===== src/sv/wta_pkg.sv =====
// Shared types and constants for the wrapping timer alarm table.
`timescale 1ns / 1ps

package wta_pkg;

  localparam int ALARM_COUNT_DEF = 16;
  localparam int TICK_BITS_DEF   = 16;

  localparam int CMD_W  = 2;
  localparam int ID_W   = 8;
  localparam int NOW_W  = 16;
  localparam int TOUT_W = 16;
  localparam int MOD_W  = 17;

  localparam logic [MOD_W-1:0] MOD_RESET = 17'h10000;

  typedef enum logic [CMD_W-1:0] {
    CMD_SET   = 2'd0,
    CMD_CHECK = 2'd1,
    CMD_READ  = 2'd2
  } cmd_t;

  typedef struct packed {
    logic valid;
    logic expired;
    logic active;
    logic status;
  } res_t;

endpackage


===== src/sv/wrapping_timer_alarm_table.sv =====
// Top level of the wrapping timer alarm table.
`timescale 1ns / 1ps

// Alarm table on one free-running timer. A command beat is taken whenever start is high
// (busy stays low) and gives exactly one result via the input and result registers:
// out_valid is high for one cycle with out_expired, out_active and out_status. The block
// takes a beat every cycle; the input register with the registered read of the entry
// memory forms the first stage and the flag update plus result register the second. The
// receiver cannot stall. The user must write the timer modulus through cfg_* only while
// no command is in flight; the block itself does not enforce it. cfg_ready is always high.
// No clearing pass after reset: the entry words are only used for alarms that were set.
module wrapping_timer_alarm_table #(
  parameter int ALARM_COUNT = wta_pkg::ALARM_COUNT_DEF,
  parameter int TICK_BITS   = wta_pkg::TICK_BITS_DEF
) (
  input  logic                        clk,
  input  logic                        rst_n,
  input  logic                        start,
  output logic                        busy,
  input  logic [wta_pkg::CMD_W-1:0]   in_cmd,
  input  logic [wta_pkg::ID_W-1:0]    in_alarm_id,
  input  logic [wta_pkg::NOW_W-1:0]   in_now_tick,
  input  logic [wta_pkg::TOUT_W-1:0]  in_timeout,
  output logic                        out_valid,
  output logic                        out_expired,
  output logic                        out_active,
  output logic                        out_status,
  input  logic                        cfg_valid,
  output logic                        cfg_ready,
  input  logic [wta_pkg::MOD_W-1:0]   cfg_data
);

  localparam int IDX_W = (ALARM_COUNT > 1) ? $clog2(ALARM_COUNT) : 1;
  localparam int DW    = 2 * TICK_BITS + 1;

  logic                         acc;
  logic                         id_ok;
  logic [IDX_W-1:0]             in_idx;
  logic                         v_r;
  logic [wta_pkg::CMD_W-1:0]    cmd_r;
  logic                         id_ok_r;
  logic [IDX_W-1:0]             idx_r;
  logic [wta_pkg::NOW_W-1:0]    now_r;
  logic [wta_pkg::TOUT_W-1:0]   tout_r;
  logic [wta_pkg::MOD_W-1:0]    mod_r;
  logic [DW-1:0]                ent_rd;
  logic                         wr_en;
  logic [IDX_W-1:0]             wr_addr;
  logic [DW-1:0]                wr_data;
  wta_pkg::res_t                res;

  assign busy      = 1'b0;
  assign cfg_ready = 1'b1;
  assign acc       = start && !busy;
  assign id_ok     = {1'b0, in_alarm_id} < (wta_pkg::ID_W + 1)'(ALARM_COUNT);
  assign in_idx    = id_ok ? in_alarm_id[IDX_W-1:0] : '0;

  always_ff @(posedge clk) begin
    if (!rst_n) begin
      v_r   <= 1'b0;
      mod_r <= wta_pkg::MOD_RESET;
    end else begin
      v_r <= acc;
      if (cfg_valid && cfg_ready) begin
        mod_r <= cfg_data;
      end
    end
  end

  always_ff @(posedge clk) begin
    if (acc) begin
      cmd_r   <= in_cmd;
      id_ok_r <= id_ok;
      idx_r   <= in_idx;
      now_r   <= in_now_tick;
      tout_r  <= in_timeout;
    end
  end

  wta_entry_mem #(
    .DEPTH (ALARM_COUNT),
    .IDX_W (IDX_W),
    .DW    (DW)
  ) u_mem (
    .clk     (clk),
    .rd_en   (acc),
    .rd_addr (in_idx),
    .wr_en   (wr_en),
    .wr_addr (wr_addr),
    .wr_data (wr_data),
    .rd_data (ent_rd)
  );

  wta_exec #(
    .ALARM_COUNT (ALARM_COUNT),
    .TICK_BITS   (TICK_BITS),
    .IDX_W       (IDX_W)
  ) u_exec (
    .clk     (clk),
    .rst_n   (rst_n),
    .v_r     (v_r),
    .cmd_r   (cmd_r),
    .id_ok_r (id_ok_r),
    .idx_r   (idx_r),
    .now_r   (now_r),
    .tout_r  (tout_r),
    .mod_r   (mod_r),
    .ent_rd  (ent_rd),
    .wr_en   (wr_en),
    .wr_addr (wr_addr),
    .wr_data (wr_data),
    .res     (res)
  );

  assign out_valid   = res.valid;
  assign out_expired = res.expired;
  assign out_active  = res.active;
  assign out_status  = res.status;

endmodule


===== src/sv/wta_entry_mem.sv =====
// Alarm entry memory: start tick, deadline tick and before-wrap bit per alarm.
`timescale 1ns / 1ps

module wta_entry_mem #(
  parameter int DEPTH = wta_pkg::ALARM_COUNT_DEF,
  parameter int IDX_W = 4,
  parameter int DW    = 2 * wta_pkg::TICK_BITS_DEF + 1
) (
  input  logic             clk,
  input  logic             rd_en,
  input  logic [IDX_W-1:0] rd_addr,
  input  logic             wr_en,
  input  logic [IDX_W-1:0] wr_addr,
  input  logic [DW-1:0]    wr_data,
  output logic [DW-1:0]    rd_data
);

  logic [DW-1:0] mem [DEPTH];
  logic [DW-1:0] rd_data_r;

  always_ff @(posedge clk) begin
    if (wr_en) begin
      mem[wr_addr] <= wr_data;
    end
  end

  // write-first forward: a beat reading the entry being written sees the new word
  always_ff @(posedge clk) begin
    if (rd_en) begin
      if (wr_en && (wr_addr == rd_addr)) begin
        rd_data_r <= wr_data;
      end else begin
        rd_data_r <= mem[rd_addr];
      end
    end
  end

  assign rd_data = rd_data_r;

endmodule


===== src/sv/wta_exec.sv =====
// Execute stage: deadline math, expiry check, alarm flags and result register.
`timescale 1ns / 1ps

module wta_exec #(
  parameter int ALARM_COUNT = wta_pkg::ALARM_COUNT_DEF,
  parameter int TICK_BITS   = wta_pkg::TICK_BITS_DEF,
  parameter int IDX_W       = 4
) (
  input  logic                          clk,
  input  logic                          rst_n,
  input  logic                          v_r,
  input  logic [wta_pkg::CMD_W-1:0]     cmd_r,
  input  logic                          id_ok_r,
  input  logic [IDX_W-1:0]              idx_r,
  input  logic [wta_pkg::NOW_W-1:0]     now_r,
  input  logic [wta_pkg::TOUT_W-1:0]    tout_r,
  input  logic [wta_pkg::MOD_W-1:0]     mod_r,
  input  logic [2*TICK_BITS:0]          ent_rd,
  output logic                          wr_en,
  output logic [IDX_W-1:0]              wr_addr,
  output logic [2*TICK_BITS:0]          wr_data,
  output wta_pkg::res_t                 res
);

  // arithmetic width: holds the modulus and the raw now + timeout sum
  localparam int AW = (TICK_BITS + 1 > wta_pkg::MOD_W) ? TICK_BITS + 1 : wta_pkg::MOD_W;
  // compare width: raw tick against stored ticks
  localparam int CW = (TICK_BITS > wta_pkg::NOW_W) ? TICK_BITS : wta_pkg::NOW_W;

  logic [ALARM_COUNT-1:0] act_r, act_nxt;
  logic [ALARM_COUNT-1:0] exp_r, exp_nxt;
  wta_pkg::res_t          res_r, res_nxt;

  logic [AW-1:0]        top, mod_ext, mod_eff, sum_raw, sum_red;
  logic [TICK_BITS-1:0] new_start, new_dead;
  logic                 new_bw;
  logic [TICK_BITS-1:0] ent_start, ent_dead;
  logic                 ent_bw;
  logic [CW-1:0]        t, s, d;
  logic                 hit, tout_err, err, is_set, is_check;
  logic                 cur_act, cur_exp, act_new, exp_new;

  assign top     = AW'(1) << TICK_BITS;
  assign mod_ext = AW'(mod_r);

  always_comb begin
    if (mod_r == '0) begin
      mod_eff = AW'(1);
    end else if (mod_ext > top) begin
      mod_eff = top;
    end else begin
      mod_eff = mod_ext;
    end
  end

  assign sum_raw   = AW'(now_r) + AW'(tout_r);
  assign sum_red   = (sum_raw >= mod_eff) ? (sum_raw - mod_eff) : sum_raw;
  assign new_start = TICK_BITS'(now_r);
  assign new_dead  = sum_red[TICK_BITS-1:0];
  assign new_bw    = new_dead > new_start;
  assign tout_err  = AW'(tout_r) > mod_eff;

  assign ent_start = ent_rd[TICK_BITS-1:0];
  assign ent_dead  = ent_rd[2*TICK_BITS-1:TICK_BITS];
  assign ent_bw    = ent_rd[2*TICK_BITS];

  assign t = CW'(now_r);
  assign s = CW'(ent_start);
  assign d = CW'(ent_dead);

  // wrap-aware expiry; deadline equal to start never fires
  assign hit = ent_bw ? ((t >= d) || (t < s)) : ((t < s) && (t >= d));

  always_comb begin
    is_set   = 1'b0;
    is_check = 1'b0;
    case (wta_pkg::cmd_t'(cmd_r))
      wta_pkg::CMD_SET:   is_set   = 1'b1;
      wta_pkg::CMD_CHECK: is_check = 1'b1;
      wta_pkg::CMD_READ:  ;
      default:            ;
    endcase
  end

  assign err     = !id_ok_r || (is_set && tout_err);
  assign cur_act = act_r[idx_r];
  assign cur_exp = exp_r[idx_r];

  always_comb begin
    act_new = cur_act;
    exp_new = cur_exp;
    if (is_set) begin
      act_new = 1'b1;
      exp_new = 1'b0;
    end else if (is_check && cur_act && !cur_exp && hit) begin
      act_new = 1'b0;
      exp_new = 1'b1;
    end
  end

  assign wr_en   = v_r && !err && is_set;
  assign wr_addr = idx_r;
  assign wr_data = {new_bw, new_dead, new_start};

  always_comb begin
    act_nxt = act_r;
    exp_nxt = exp_r;
    if (v_r && !err) begin
      act_nxt[idx_r] = act_new;
      exp_nxt[idx_r] = exp_new;
    end
  end

  always_comb begin
    res_nxt.valid   = v_r;
    res_nxt.status  = err;
    res_nxt.active  = err ? 1'b0 : act_new;
    res_nxt.expired = err ? 1'b0 : exp_new;
  end

  always_ff @(posedge clk) begin
    if (!rst_n) begin
      act_r <= '0;
      exp_r <= '0;
      res_r <= '0;
    end else begin
      act_r <= act_nxt;
      exp_r <= exp_nxt;
      res_r <= res_nxt;
    end
  end

  assign res = res_r;

  a_flags_exclusive: assert property (@(posedge clk) disable iff (!rst_n)
    res_r.valid |-> !(res_r.active && res_r.expired))
    else $error("result shows an alarm both active and expired");

  a_bad_id_err: assert property (@(posedge clk) disable iff (!rst_n)
    (v_r && !id_ok_r) |=> (res_r.valid && res_r.status && !res_r.active && !res_r.expired))
    else $error("invalid id did not give an error result");

  a_set_arms: assert property (@(posedge clk) disable iff (!rst_n)
    wr_en |=> (res_r.valid && res_r.active && !res_r.expired && !res_r.status))
    else $error("accepted set did not arm the alarm");

  a_result_one_per_item: assert property (@(posedge clk) disable iff (!rst_n)
    res_r.valid |-> $past(v_r))
    else $error("result strobe without a stage beat");

endmodule


===== config.mk =====
export PLATFORM = sky130hd
export DESIGN_NAME = wrapping_timer_alarm_table
export DESIGN_NICKNAME = d
export VERILOG_FILES = /design/src/sv/wta_pkg.sv /design/src/sv/wrapping_timer_alarm_table.sv /design/src/sv/wta_entry_mem.sv /design/src/sv/wta_exec.sv
export SDC_FILE = /design/constraint.sdc
export NUM_CORES = 1
export LEC_CHECK = 0
export BUFFER_PORTS_ARGS = -buffer_cell sky130_fd_sc_hd__buf_2
export CORE_UTILIZATION = 38
export DETAILED_ROUTE_END_ITERATION = 7
export PLACE_DENSITY = 0.58
export SYNTH_ARGS = -nofsm -noshare
export SYNTH_HDL_FRONTEND = slang
export SYNTH_SLANG_ARGS = --single-unit

===== constraint.sdc =====
create_clock -name clk -period 8.3 [get_ports clk]
set_input_delay 0.415 -clock clk [delete_from_list [all_inputs] [get_ports clk]]
set_output_delay 0.415 -clock clk [all_outputs]
set_load 0.005 [all_outputs]

* Word-level counts from Yosys, hierarchy flattened
Memories as Yosys holds them, arrays and structs flattened. A register that Yosys moved wholly into a read port is not among the register bits.
Index checks and enable logic that the tools add are counted.
** Word-level totals
- Bits in registers :: 93
- Bits in writable memories :: 528
- Bits of input ports :: 63
- Output and inout port bits :: 6
- Word-level logic and storage cells :: 64
- Memories :: 1
** Cells by class
- Add/sub/neg operators :: 2
- Magnitude comparators :: 9
- Eq/ne operators :: 1
- Mux-type cells :: 21
- Bitwise operators :: 1
- Reduce and logical (&&, ||, !) cells :: 16
** Memories
- u_mem.mem :: words 16, width 33, rd ports 1, clocked after Yosys merged registers in 1, wr ports 1, line wta_entry_mem.sv:18 : logic [DW-1:0] mem [DEPTH];
** Operators by type and width (number)
- 17-bit 2-to-1 mux :: 2
- 16-bit bitwise mux :: 2
- 16-bit by 16-bit adder with 17-bit output :: 1
- 17-bit greater-or-equal comparator :: 1
- 16-bit by 17-bit greater-than comparator with 1-bit output :: 1
- 17-bit greater-than comparator (second input constant) :: 1
- 17-bit zero test :: 1
- 16-bit greater-or-equal comparator :: 1
- 16-bit greater-than comparator :: 1
- 16-bit less-than comparator :: 1
- 16-bit 2-to-1 mux :: 1
- 16-bit subtractor :: 1
- 1-bit 2-to-1 mux :: 12
- 1-bit binary-select mux with 4-bit select :: 2
- 1-bit logical AND :: 8
- 8-bit by 5-bit less-than comparator with 1-bit output (second input constant) :: 1
- 4-bit by 5-bit less-than comparator with 1-bit output (second input constant) :: 1
- 1-bit demux with 4-bit select :: 1
- 4-bit by 1-bit greater-or-equal comparator with 1-bit output (second input constant) :: 1
- 4-bit 2-to-1 mux :: 1
- 1-bit zero test :: 3
- 2-bit by 1-bit equality test with 1-bit output (second input constant) :: 1
- 2-bit zero test :: 1
- 1-bit logical OR :: 2
- other kinds (2) :: 2

* Longest topological paths before layout
Gate-level depths: netlist of the first run.
- Word-level depth :: 11
- Gate-level depth with buffers :: 27
- Gate-level depth less buffers :: 25

* Modules after synthesis
A second synthesis of the first run with hierarchy kept.
** Unflattened totals
- Cells, all modules :: 1645
- Area total of the unflattened synthesis :: 28372.2 um^2
** Modules (own cells, without submodules)
- wta_entry_mem :: times used 1, cells an instance 906, area an instance 21292.9 um^2, seq. area each 16846.2 um^2
- wta_exec :: times used 1, cells an instance 635, area an instance 5163.7 um^2, seq. area each 720.7 um^2
- wrapping_timer_alarm_table :: times used 1, cells an instance 104, area an instance 1915.6 um^2, seq. area each 1531.5 um^2

* Worst setup path after synthesis of the first run
OpenSTA, ideal clock, no wires.
- Kind :: register to register
- From :: register, netlist name now_r[0]
- To :: register u_mem.rd_data_r[32], in the netlist u_mem.rd_data[32], read port of u_mem.mem (data pin)
- Library setup time :: 260 ps
- Data arrival time :: 6865 ps
- Data required time :: 8040 ps
- Setup slack :: 1175 ps
- Cell stages (with the launch flop) :: 26
- Path buffers :: 1
- Clock period less this slack :: 7125 ps
- Path through :: edfxtp_1 ha_1 fa_1 a21oi_1 o211ai_1 o41a_1 a41o_1 o41a_1 xor2_1 ha_1 nand4_1 nor2_1 a221o_1 a31o_2 a311oi_4 buf_6 mux2i_1 ha_1 nor2b_1 o21a_1 o21a_1 o21ai_0 a211oi_1 o31a_1 o21a_1 mux2_4
** RTL lines
- end: declaration :: line wta_entry_mem.sv:19 : logic [DW-1:0] rd_data_r;

==> impl_results.md, run 1 <==
* DR pass1 iterations at 5
* Hold_ws at 23.0 ps
* Gpl congestion at 0.941
* Area of the multi-input gates at 0.00967 sq mm
* Crit Path Max Fanout at 18
* Vias in the first global route at 18900
* Site Rows at 101
* Period Utilization, post-route at 0.912
* Final #Nets at 2431
* Residual DRC at 0
* Routed vias/inst at 5.66
* Post-DP HPWL at about 50000 um
* Cells after Synth at 2171
* Number of synthesized flops with an enable pin at 600
* Setup tns final at 0 ps
* Critical path launch point type: flop
* Final Util at 0.441
* Setup CP Type: flop to flop
* Most common cell after layout, fill and taps aside: edfxtp_1
* Max-slew violation count at 0
* Largest net degree at the start of global routing at 69
* Final wirelength at 85200 um
* Synth Area per Inst at between 10 and 15 sq um
* Synthesized area at just under 0.03 sq mm
* Port-buffer cells at 66
* Slew HR at 0.0411
* Fmax at between 100 and 150 MHz
* Initial antenna violation count at 0
* Layout cells sized above 1 at 0.164
* Vias at 19000
* Overflow after GRT at 0
* CTS clk-pin slew, worst paths at 60 ps
* Worst Setup EP: u_mem.rd_data[32]$_DFFE_PP_
* Fillers at 6908
* Reg area at 0.0191 sq mm
* Final hold viol count at 0
* Num CTS Buffers at just under 70
* Leading area contributor after synthesis: edfxtp_1
* CP endpoint kind: flop
* GRT Total Usage at 0.217
* Commonest cells after routing, fill and taps aside: edfxtp_1 (600), nand2_1 (175), a21oi_1 (164)
* Area of the core at 0.0763 sq mm
* Routed Antenna Nets at 0
* Skew final at 30.4 ps
* Mapped Nets at between 2000 and 2500
* Register-to-Register Path Depth at 22
* WP data arrival at 7940 ps
* Clock Latency Late Sink at between 600 and 700 ps
* Syn. warnings at 0
* Routed length per instance at roughly 25 um
* Worst VDD drop at between 0.00015 and 0.0002 V
* Area growth, synth to finish at 14.0%
* Synth unique cells at 78
* Proportion of netlist area held by the largest area contributor at 0.611
* TritonCTS clock tree: yes
* Worst Setup SP: now_r[0]$_DFFE_PP_
* Setup bufs post-CTS at 0
* Post-CTS sizing at 0
* Reg2reg end: u_mem.rd_data[32]$_DFFE_PP_
* Register bit total from synthesis at 654
* DRT iter0 DRCs at 1792
* Max Cap Viol at 0
* Status: completed
* R2R Setup Slk at 730 ps
* First-pass GRT wire length at 125000 um
* Chip Height at 281 um
* Top FF cell, synth: edfxtp_1
* Worst path required time at 8670 ps
* Width of the die at 281 um
* RSZ-0062 raised after global routing: false
* I/O pin cnt at 69
* Final Power at around 0.0083 W
* Initial Util at 0.387
* CTS Sinks at between 600 and 700
* H-tree depth at 3
* Pwr Density at around 250 mW/mm^2
* Worst-margin pin slew at 1430 ps
* DIE AREA at 0.0788 sq mm
* Ys async rst share at 0
* Register area share after synthesis at 0.647
* FF-to-FF Start: now_r[0]$_DFFE_PP_
* Synth area leaders: edfxtp_1 (61%), ha_1 (4.1%), dfxtp_1 (3.7%)
* Clock root buffer: clkbuf_16
* Hold WC Path Type: input pin to flop
* Cell leakage power at 11.7 nW
* CTS Buffer Depth at 3
* Final number of setup-violating endpoints at 0
* Tmin final at 7570 ps
[sequential cells by signal, indices dropped and copies added (netlist names)]
register / flops
tout_r: 16
u_exec.act_r: 16
mod_r: 17
u_mem.mem: 528
cmd_r: 2
u_mem.rd_data: 33
id_ok_r: 1
idx_r: 4
now_r: 16
u_exec.res: 4
u_exec.exp_r: 16
v_r: 1
[cells by family (layout without fill, tap and decap cells)]
kind of cell | count (synthesis) | in the layout | share of synthesized area
flip-flops | 654 | 654 | 0.647
AO/OA/AOI/OAI | 497 | 497 | 0.109
AND/OR/NAND/NOR | 483 | 483 | 0.0791
buffers and inverters | 215 | 367 | 0.0295
multiplexers | 193 | 193 | 0.0837
adder cells (fa/ha/maj) | 99 | 99 | 0.0424
XOR/XNOR | 28 | 28 | 0.00831
other | 2 | 4 | 0.000255
[worst max-delay path, cell delays in order, from the launching register on]
cell and delay [ps]:
edfxtp_1 390, ha_1 260, fa_1 410, a21oi_1 200
o211ai_1 140, o41a_1 370, a41o_1 280, o41a_1 350
xor2_1 230, ha_1 350, nand4_1 150, nor2_1 70
a221o_1 350, a31o_2 250, a311oi_4 670, buf_4 250
o21ai_1 470, ha_1 510, and4_1 190, nand4_1 150
or4_1 540, o21a_1 350, mux2_4 370
[stage by stage]
stage,area (sq um),setup WS [ps],instances
floorplan,29500,1170,2171
global placement,31200,985,3199
global route,33600,473,3353
finish,33600,729,3355
CTS,33600,870,3353
detailed placement,31200,890,3199
[how the worst min path moves through the flow]
| stage | start | endpoint | depth (start not counted) |
|---|---|---|---|
| after floorplan | mod_r[11]$_SDFFE_PN0P_ | mod_r[11]$_SDFFE_PN0P_ | 2 |
| after global placement | mod_r[7]$_SDFFE_PN0P_ | mod_r[7]$_SDFFE_PN0P_ | 2 |
| after detailed placement | mod_r[12]$_SDFFE_PN0P_ | mod_r[12]$_SDFFE_PN0P_ | 2 |
| after CTS | cfg_data[8] | mod_r[8]$_SDFFE_PN0P_ | 3 |
| after global routing | in_now_tick[8] | now_r[8]$_DFFE_PP_ | 1 |
| final | in_now_tick[8] | now_r[8]$_DFFE_PP_ | 1 |
[area by class of cell]
type / count / share of cell area
well taps: 1030 / 0.0383
clock inverters: 41 / 0.0106
multi-input cells: 1302 / 0.287
diodes: 2 / 0.000149
clock buffers: 82 / 0.0531
inverters: 87 / 0.00978
flip-flops and latches: 654 / 0.568
repair buffers: 157 / 0.0328
[synthesized netlist by cell type (all sizes together) (46+ instances only)]
library cell and count:
a211oi 53, mux2i 75, inv 85, edfxtp 600
buf 46, mux2 85, o21ai 74, nor2 84
nand2 179, clkbuf 82, a21oi 166, ha 96
dfxtp 54, nor2b 54
[metal layers]
layer / vias to the layer above / part of all wire / global-route usage
li1: 8520 / - / -
met1: 9593 / 0.44 / 0.296
met2: 755 / 0.47 / 0.350
met3: 128 / 0.067 / 0.0343
met4: 0 / 0.029 / 0.0787
met5: - / 0 / 0
[power by group]
| group | internal, W | total [W] | switching (W) |
|---|---|---|---|
| Clock | 0.00170 | 0.00299 | 0.00129 |
| Combinational | 0.000418 | 0.00131 | 0.000891 |
| Sequential | 0.00395 | 0.00398 | 0.0000299 |
| Total | 0.00606 | 0.00828 | 0.00221 |
[what timing repair did]
action | in CTS | in global routing
hold buffers | 31 | 0
endpoints found under the setup margin | 0 | 0
endpoints found under the hold margin | 31 | 0
Note: power is estimated with default switching activity, not from simulation.
==> run 2: changes to the inputs <==
--- a/config.mk
+++ b/config.mk
@@ -6,9 +6,10 @@
 export NUM_CORES = 1
 export LEC_CHECK = 0
 export BUFFER_PORTS_ARGS = -buffer_cell sky130_fd_sc_hd__buf_2
+export CORE_MARGIN = 2
 export CORE_UTILIZATION = 38
 export DETAILED_ROUTE_END_ITERATION = 7
-export PLACE_DENSITY = 0.58
+export PLACE_DENSITY = 0.6
 export SYNTH_ARGS = -nofsm -noshare
 export SYNTH_HDL_FRONTEND = slang
 export SYNTH_SLANG_ARGS = --single-unit
==> constraint.sdc (replaced) <==
create_clock -name clk -period 6.8 [get_ports clk]
set_input_delay 0.34 -clock clk [delete_from_list [all_inputs] [get_ports clk]]
set_output_delay 0.34 -clock clk [all_outputs]
set_load 0.1 [all_outputs]
==> run 2 against run 1 <==
Compared with the run above:
- sequential share of layout area decreased by 0.81 points
- first-iteration DRC count is 4.6% lower
- via count is 0.24% higher
- critical path depth increased by 1
- clock power up 23%
- total power is 24% higher
- utilization grew 0.12 points
- non-clock buffer count rose by 40
- worst hold slack gained 27 ps
- largest power group unchanged
- final area rose by 1.4%
- fmax rose by 16%
==> impl_results.md, run 2 (synthesis results as in run 1) <==
* Vias at 19000 (+0.24%)
* Placed Cells at 3225 (+0.81%)
* Area growth, synth to finish at 15.6%
* Worst VDD drop at 0.000240 V (+57%)
* Chip Height at 283 um (+0.71%)
* Routed vias/inst at 5.59 (-1.2%)
* Clock root buffer: clkbuf_16
* Slew HR at 0.289 (+0.248)
* Critical path launch point type: flop
* Num CTS Buffers at 71 (+4.4%)
* Post-DP HPWL at 49300 um (-1.1%)
* Worst Setup EP: u_mem.rd_data[32]$_DFFE_PP_
* DR pass1 iterations at 5 (unchanged)
* GRT Total Usage at 0.208 (-0.00943)
* CTS clk-pin slew, worst paths at 60 ps (about the same)
* Vias in the first global route at 19100 (+0.93%)
* Non-filler cells, final at 3405 (+1.5%)
* Status: completed
* CP endpoint kind: flop
* Overflow after GRT at 0 (unchanged)
* Routed length per instance at 24.3 um (-4.2%)
* Pwr Density at 301 mW/mm^2 (+22%)
* Max reg flops at 528 (unchanged)
* Gpl congestion at 0.939 (-0.21%)
* Worst-margin pin slew at 1070 ps (-362 ps)
* Period Utilization, post-route at 0.961 (+0.0485)
* Skew final at 36.4 ps (+6.05 ps)
* Residual DRC at 0 (unchanged)
* Largest net degree at the start of global routing at 138 (+100%)
* RSZ-0062 raised after global routing: false
* Cell leakage power at 11.9 nW (+1.8%)
* Most common cell after layout, fill and taps aside: edfxtp_1
* Routed Antenna Nets at 0 (unchanged)
* Port-buffer cells at 66 (unchanged)
* Crit Path Max Fanout at 18 (unchanged)
* DIE AREA at 0.0799 sq mm (+1.4%)
* Setup CP Type: flop to flop
* Final wirelength at 82900 um (-2.7%)
* Max-slew violation count at 0 (unchanged)
* Final #Nets at 2474 (+1.8%)
* Final WS setup at 267 ps (-462 ps)
* Layout cells sized above 1 at 0.170 (+0.00640)
* R2R Setup Slk at 270 ps (-460 ps)
* TritonCTS clock tree: yes
* Width of the die at 283 um (+0.71%)
* Tmin final at 6530 ps (-1040 ps)
* Setup tns final at 0 ps (unchanged)
* Antenna Cells at 0 (-2)
* Biggest register: u_mem.mem
* I/O pin cnt at 69 (unchanged)
* CTS Sinks at 654 (unchanged)
* Fmax at 153 MHz (+16%)
* Max Cap Viol at 0 (unchanged)
* Worst Setup SP: now_r[0]$_DFFE_PP_
* Hold WC Path Type: input pin to flop
* CTS Buffer Depth at 3 (unchanged)
* FF-to-FF Start: now_r[0]$_DFFE_PP_
* Fillers at 6884 (-0.35%)
* Reg2reg end: u_mem.rd_data[32]$_DFFE_PP_
* Final hold viol count at 0 (unchanged)
* Site Rows at 102 (+0.99%)
* Clock Latency Late Sink at 620 ps (about the same)
* Pre-CTS setup slack at 149 ps (-742 ps)
* Initial antenna violation count at 0 (unchanged)
* Area of the core at 0.0772 sq mm (+1.2%)
* First-pass GRT wire length at 122000 um (-2.0%)
* Initial Util at 0.382 (-0.00442)
* DRT iter0 DRCs at 1709 (-4.6%)
* Worst path required time at 7160 ps (-1510 ps)
* Commonest cells after routing, fill and taps aside: edfxtp_1 (600), nand2_1 (175), a21oi_1 (164)
* WP data arrival at 6890 ps (-1050 ps)
* Final number of setup-violating endpoints at 0 (unchanged)
* H-tree depth at 3 (unchanged)
* Register-to-Register Path Depth at 23 (+4.5%)
[run 2: changes by cell type in the layout (fill, tap and decap cells not counted), moves of 2 or more]
cell | before | now
buf_12 | 0 | 4
buf_4 | 62 | 75
buf_6 | 0 | 2
bufinv_16 | 5 | 3
clkbuf_1 | 12 | 18
clkbuf_16 | 69 | 74
clkinv_1 | 19 | 16
clkinv_2 | 9 | 6
clkinvlp_4 | 3 | 6
diode_2 | 2 | 0
dlygate4sd3_1 | 31 | 51
[run 2: repair_timing]
| action | CTS | global route |
|---|---|---|
| setup buffers | 0 | 3 |
| setup endpoints to repair | 0 | 17 |
| gates resized for setup | 0 | 5 |
| hold buffers | 51 | 0 |
| endpoints found under the hold margin | 53 | 0 |
[run 2: worst min path at each step]
stage	slack (ps)	end	start	cells past startpoint
after floorplan	440	mod_r[16]$_SDFFE_PN1P_	rst_n	1
after global placement	510	mod_r[8]$_SDFFE_PN0P_	mod_r[8]$_SDFFE_PN0P_	2
after detailed placement	510	mod_r[7]$_SDFFE_PN0P_	mod_r[7]$_SDFFE_PN0P_	2
after CTS	10	now_r[9]$_DFFE_PP_	in_now_tick[9]	1
after global routing	20	now_r[9]$_DFFE_PP_	in_now_tick[9]	1
final	50	now_r[9]$_DFFE_PP_	in_now_tick[9]	1
[run 2: per-layer routing]
layer  vias to the layer above  global-route usage  share of wire
met4                         0              0.0867          0.044
li1                       8588                   -              -
met2                       677               0.334           0.46
met1                      9595               0.278           0.43
met5                         -                   0              0
met3                       182              0.0364          0.065
[run 2: cell type report]
cell class | count | area (sq um) | area share
inverter | 87 | 329 | 0.00964
clock buffer | 92 | 1920 | 0.0562
sequential | 654 | 19100 | 0.560
tap | 1040 | 1300 | 0.0381
multi-input combinational | 1302 | 9700 | 0.284
clock inverter | 33 | 260 | 0.00763
timing repair buffer | 197 | 1510 | 0.0443
[run 2: metrics by stage]
step | util | total power (W) | instance area (sq um) | hold WS [ps]
after floorplan | - | 0.00596 | 29500 | 439
after detailed placement | 0.406 | 0.00659 | 31400 | 515
after global placement | 0.406 | 0.00654 | 31400 | 512
after global routing | 0.442 | 0.0106 | 34100 | 18.8
after CTS | 0.441 | 0.0103 | 34100 | 13.3
final | 0.442 | 0.0103 | 34100 | 49.7
[run 2: critical path, cell delays in order (launching register included)]
cell	delay, ps
edfxtp_1	400
ha_1	270
fa_1	430
a21oi_1	200
o211ai_1	160
o41a_1	370
a41o_1	270
o41a_1	360
xor2_2	250
ha_4	270
nand4_1	120
nor2_1	70
a221o_1	350
a31o_2	250
a311oi_4	340
buf_6	190
mux2_2	490
ha_1	360
o21a_1	110
o21ai_0	140
a211oi_1	100
o31a_1	300
o21a_1	200
mux2_4	270
[run 2: power breakdown]
part           switching [W]  total [W]  internal (W)
clock                0.00157    0.00368       0.00211
sequential         0.0000357    0.00485       0.00481
combinational        0.00113    0.00173      0.000605
total                0.00273     0.0103       0.00752
==> run 3: changes to the inputs <==
--- a/config.mk
+++ b/config.mk
@@ -7,9 +7,10 @@
 export LEC_CHECK = 0
 export BUFFER_PORTS_ARGS = -buffer_cell sky130_fd_sc_hd__buf_2
 export CORE_MARGIN = 2
-export CORE_UTILIZATION = 38
+export CORE_UTILIZATION = 40
 export DETAILED_ROUTE_END_ITERATION = 7
-export PLACE_DENSITY = 0.6
+export GPL_TIMING_DRIVEN = 0
+export PLACE_DENSITY = 0.62
 export SYNTH_ARGS = -nofsm -noshare
 export SYNTH_HDL_FRONTEND = slang
 export SYNTH_SLANG_ARGS = --single-unit
==> constraint.sdc (replaced) <==
create_clock -name clk -period 6.8 [get_ports clk]
set_input_delay 0.68 -clock clk [delete_from_list [all_inputs] [get_ports clk]]
set_output_delay 0.68 -clock clk [all_outputs]
set_load 0.1 [all_outputs]
==> run 3 against run 2 <==
Compared with the run above:
- global-route usage is 2.6 points higher
- via count rose by 3.9%
- worst hold slack better by 190 ps
- wire length up 7.2%
- final area down 0.24%
- largest power group unchanged
- sequential share of layout area grew 0.14 points
- critical endpoint unchanged
- cell count fell by 1.2%
- clock-buffer cell count is 10 lower
==> impl_results.md, run 3 (synthesis results as in run 1) <==
* Status: completed
* FF-to-FF Start: tout_r[0]$_DFFE_PP_
* Reg2reg end: u_mem.rd_data[32]$_DFFE_PP_
* Register-to-Register Path Depth at 22 (-4.3%)
* Final number of setup-violating endpoints at 0 (unchanged)
* I/O pin cnt at 69 (unchanged)
* TritonCTS clock tree: yes
* Clock network power share at 0.346 (-0.013)
* CP endpoint kind: flop
* Chip Height at 276 um (-2.5%)
* Pre-CTS setup slack at -1580 ps (-1730 ps)
* Overflow after GRT at 0 (unchanged)
* CTS Buffer Depth at 3 (unchanged)
* Commonest cells after routing, fill and taps aside: edfxtp_1 (600), nand2_1 (178), a21oi_1 (163)
* Setup CP Type: flop to flop
* RSZ-0062 raised after global routing: false
* Switching pwr at 0.00287 W (+4.8%)
* Initial Util at 0.404 (+0.0223)
* Clock Latency Late Sink at 610 ps (about the same)
* H-tree depth at 3 (unchanged)
* Routed length per instance at 26.4 um (+8.5%)
* DR pass1 iterations at 6 (+1)
* Combinational Power Share at 0.181 (+0.012)
* DRT iter0 DRCs at 2350 (+38%)
* Final WS setup at 222 ps (-45.9 ps)
* Clock root buffer: clkbuf_16
* GRT Total Usage at 0.234 (+0.0260)
* Final wirelength at 88900 um (+7.2%)
* Residual DRC at 0 (unchanged)
* Slew HR at 0.228 (-0.0608)
* Final Instance Area at 0.0340 sq mm (-0.24%)
* CTS Sinks at 654 (unchanged)
* Setup tns final at 0 ps (unchanged)
* Skew final at 20.9 ps (-15.6 ps)
* CTS clk-pin slew, worst paths at 70 ps (about the same)
* Num CTS Buffers at 67 (-5.6%)
* Internal power at 0.00741 W (-1.5%)
* DP Area at 0.0315 sq mm (+0.47%)
* Hold WC Path Type: input pin to flop
* Hold_ws at 241 ps (+192 ps)
* Final Util at 0.467 (+0.0246)
* Worst path required time at 7160 ps (about the same)
* Switching Share at 0.279 (+0.0123)
* Worst-margin pin slew at 1160 ps (+91.2 ps)
* Width of the die at 276 um (-2.5%)
* Biggest register: u_mem.mem
* First-pass GRT wire length at 129000 um (+5.4%)
* Routed Antenna Nets at 0 (unchanged)
* Most common cell after layout, fill and taps aside: edfxtp_1
* Sequential share of power at 0.473 (about the same)
* Max reg flops at 528 (unchanged)
* Min-delay src: in_now_tick[7]
* Gpl congestion at 0.924 (-1.6%)
* Worst VDD drop at 0.000228 V (-5.0%)
* Site Rows at 99 (-2.9%)
* Vias at 19800 (+3.9%)
* Final #Nets at 2523 (+2.0%)
* Routed vias/inst at 5.88 (+5.2%)
* WP data arrival at 6930 ps (+40 ps)
* Area growth, synth to finish at 15.4%
* Post-DP HPWL at 58200 um (+18%)
* Hold Path Stages at 1 (unchanged)
* Hold path endpoint: now_r[7]$_DFFE_PP_
* Crit Path Max Fanout at 17 (-1)
* DIE AREA at 0.0760 sq mm (-4.9%)
* Tmin final at 6580 ps (+45.9 ps)
* R2R Setup Slk at 220 ps (-50 ps)
* Vias in the first global route at 19500 (+2.0%)
* Cell leakage power at 11.8 nW (-0.38%)
* Pwr Density at 302 mW/mm^2 (+0.43%)
* Period Utilization, post-route at 0.967 (+0.00675)
* Hold buffers post-CTS at 0 (-100%)
* Layout cells sized above 1 at 0.169 (-0.00109)
* Port-buffer cells at 64 (-3.0%)
* Largest net degree at the start of global routing at 62 (-55%)
* Initial antenna violation count at 6 (+6)
* Fmax at 152 MHz (-0.70%)
* Final hold viol count at 0 (unchanged)
* Area of the core at 0.0730 sq mm (-5.5%)
* Max-slew violation count at 0 (unchanged)
* Max Cap Viol at 0 (unchanged)
* Critical path launch point type: flop
==> run 3: cell count changes in the layout (fill, tap and decap cells not counted), sizes merged <==
cell / change
clkinvlp: -3
bufinv: +1
clkbuf: +71
diode: +1
buf: +23
dlygate4sd3: -51
clkinv: -1
inv: -1
==> run 3: what timing repair did <==
item | CTS | global route
pin swaps | 1 | 9
endpoints found under the setup margin | 17 | 17
buffers inserted | 28 | 12
resized for setup | 11 | 14
==> run 3: per-layer routing <==
metal	GRT usage	routed length [um]	vias up
met5	0	0	-
met4	0.0888	3060	0
met3	0.0385	7410	169
met2	0.382	41900	905
met1	0.313	36600	10000
li1	-	-	8702
==> run 3: worst max path at each step <==
| stage | startpoint | end | cells past startpoint |
|---|---|---|---|
| 2_1_floorplan | now_r[0]$_DFFE_PP_ | u_mem.rd_data[32]$_DFFE_PP_ | 25 |
| 3_3_place_gp | now_r[0]$_DFFE_PP_ | u_mem.rd_data[32]$_DFFE_PP_ | 23 |
| 3_5_place_dp | now_r[5]$_DFFE_PP_ | u_mem.rd_data[32]$_DFFE_PP_ | 24 |
| 4_1_cts | now_r[0]$_DFFE_PP_ | u_mem.rd_data[32]$_DFFE_PP_ | 26 |
| 5_1_grt | now_r[1]$_DFFE_PP_ | u_mem.rd_data[32]$_DFFE_PP_ | 26 |
| 6_report | tout_r[0]$_DFFE_PP_ | u_mem.rd_data[32]$_DFFE_PP_ | 22 |
==> run 3: layout make-up <==
class                      instances  area (sq um)
fill                            6398         38900
sequential                       654         19100
multi-input combinational       1302          9770
clock buffer                      82          1750
tap                              959          1200
timing repair buffer             122          1040
buffer                           128           553
inverter                          87           327
clock inverter                    29           287
antenna                            1          2.50
==> run 3: critical path: stages, from the launching register on <==
cell and delay [ps]:
edfxtp_1 420, ha_2 220, fa_2 370, a21oi_2 190, o211ai_1 130, o41a_1 430
a41o_1 210, o41a_1 430, xor2_2 260, ha_4 250, nand4_1 120, nor2_1 70
a221o_1 350, a31o_2 250, a311oi_4 260, buf_6 170, buf_6 160, mux2_2 530
ha_1 370, nand4_1 120, or4_1 570, o21a_4 160, mux2_4 270
==> run 3: power groups by stage <==
stage	sequential [W]	clock (W)	combinational (W)
after floorplan	0.00494	0	0.00102
after global placement	0.00500	0	0.00152
after global routing	0.00487	0.00374	0.00198
final	0.00486	0.00355	0.00186
after detailed placement	0.00500	0	0.00160
after CTS	0.00487	0.00358	0.00175
==> run 3: per-stage QoR <==
step,std cells,total power [W]
2_1_floorplan,2171,0.00596
3_3_place_gp,3194,0.00652
3_5_place_dp,3212,0.00660
4_1_cts,3351,0.0102
5_1_grt,3363,0.0106
6_report,3364,0.0103
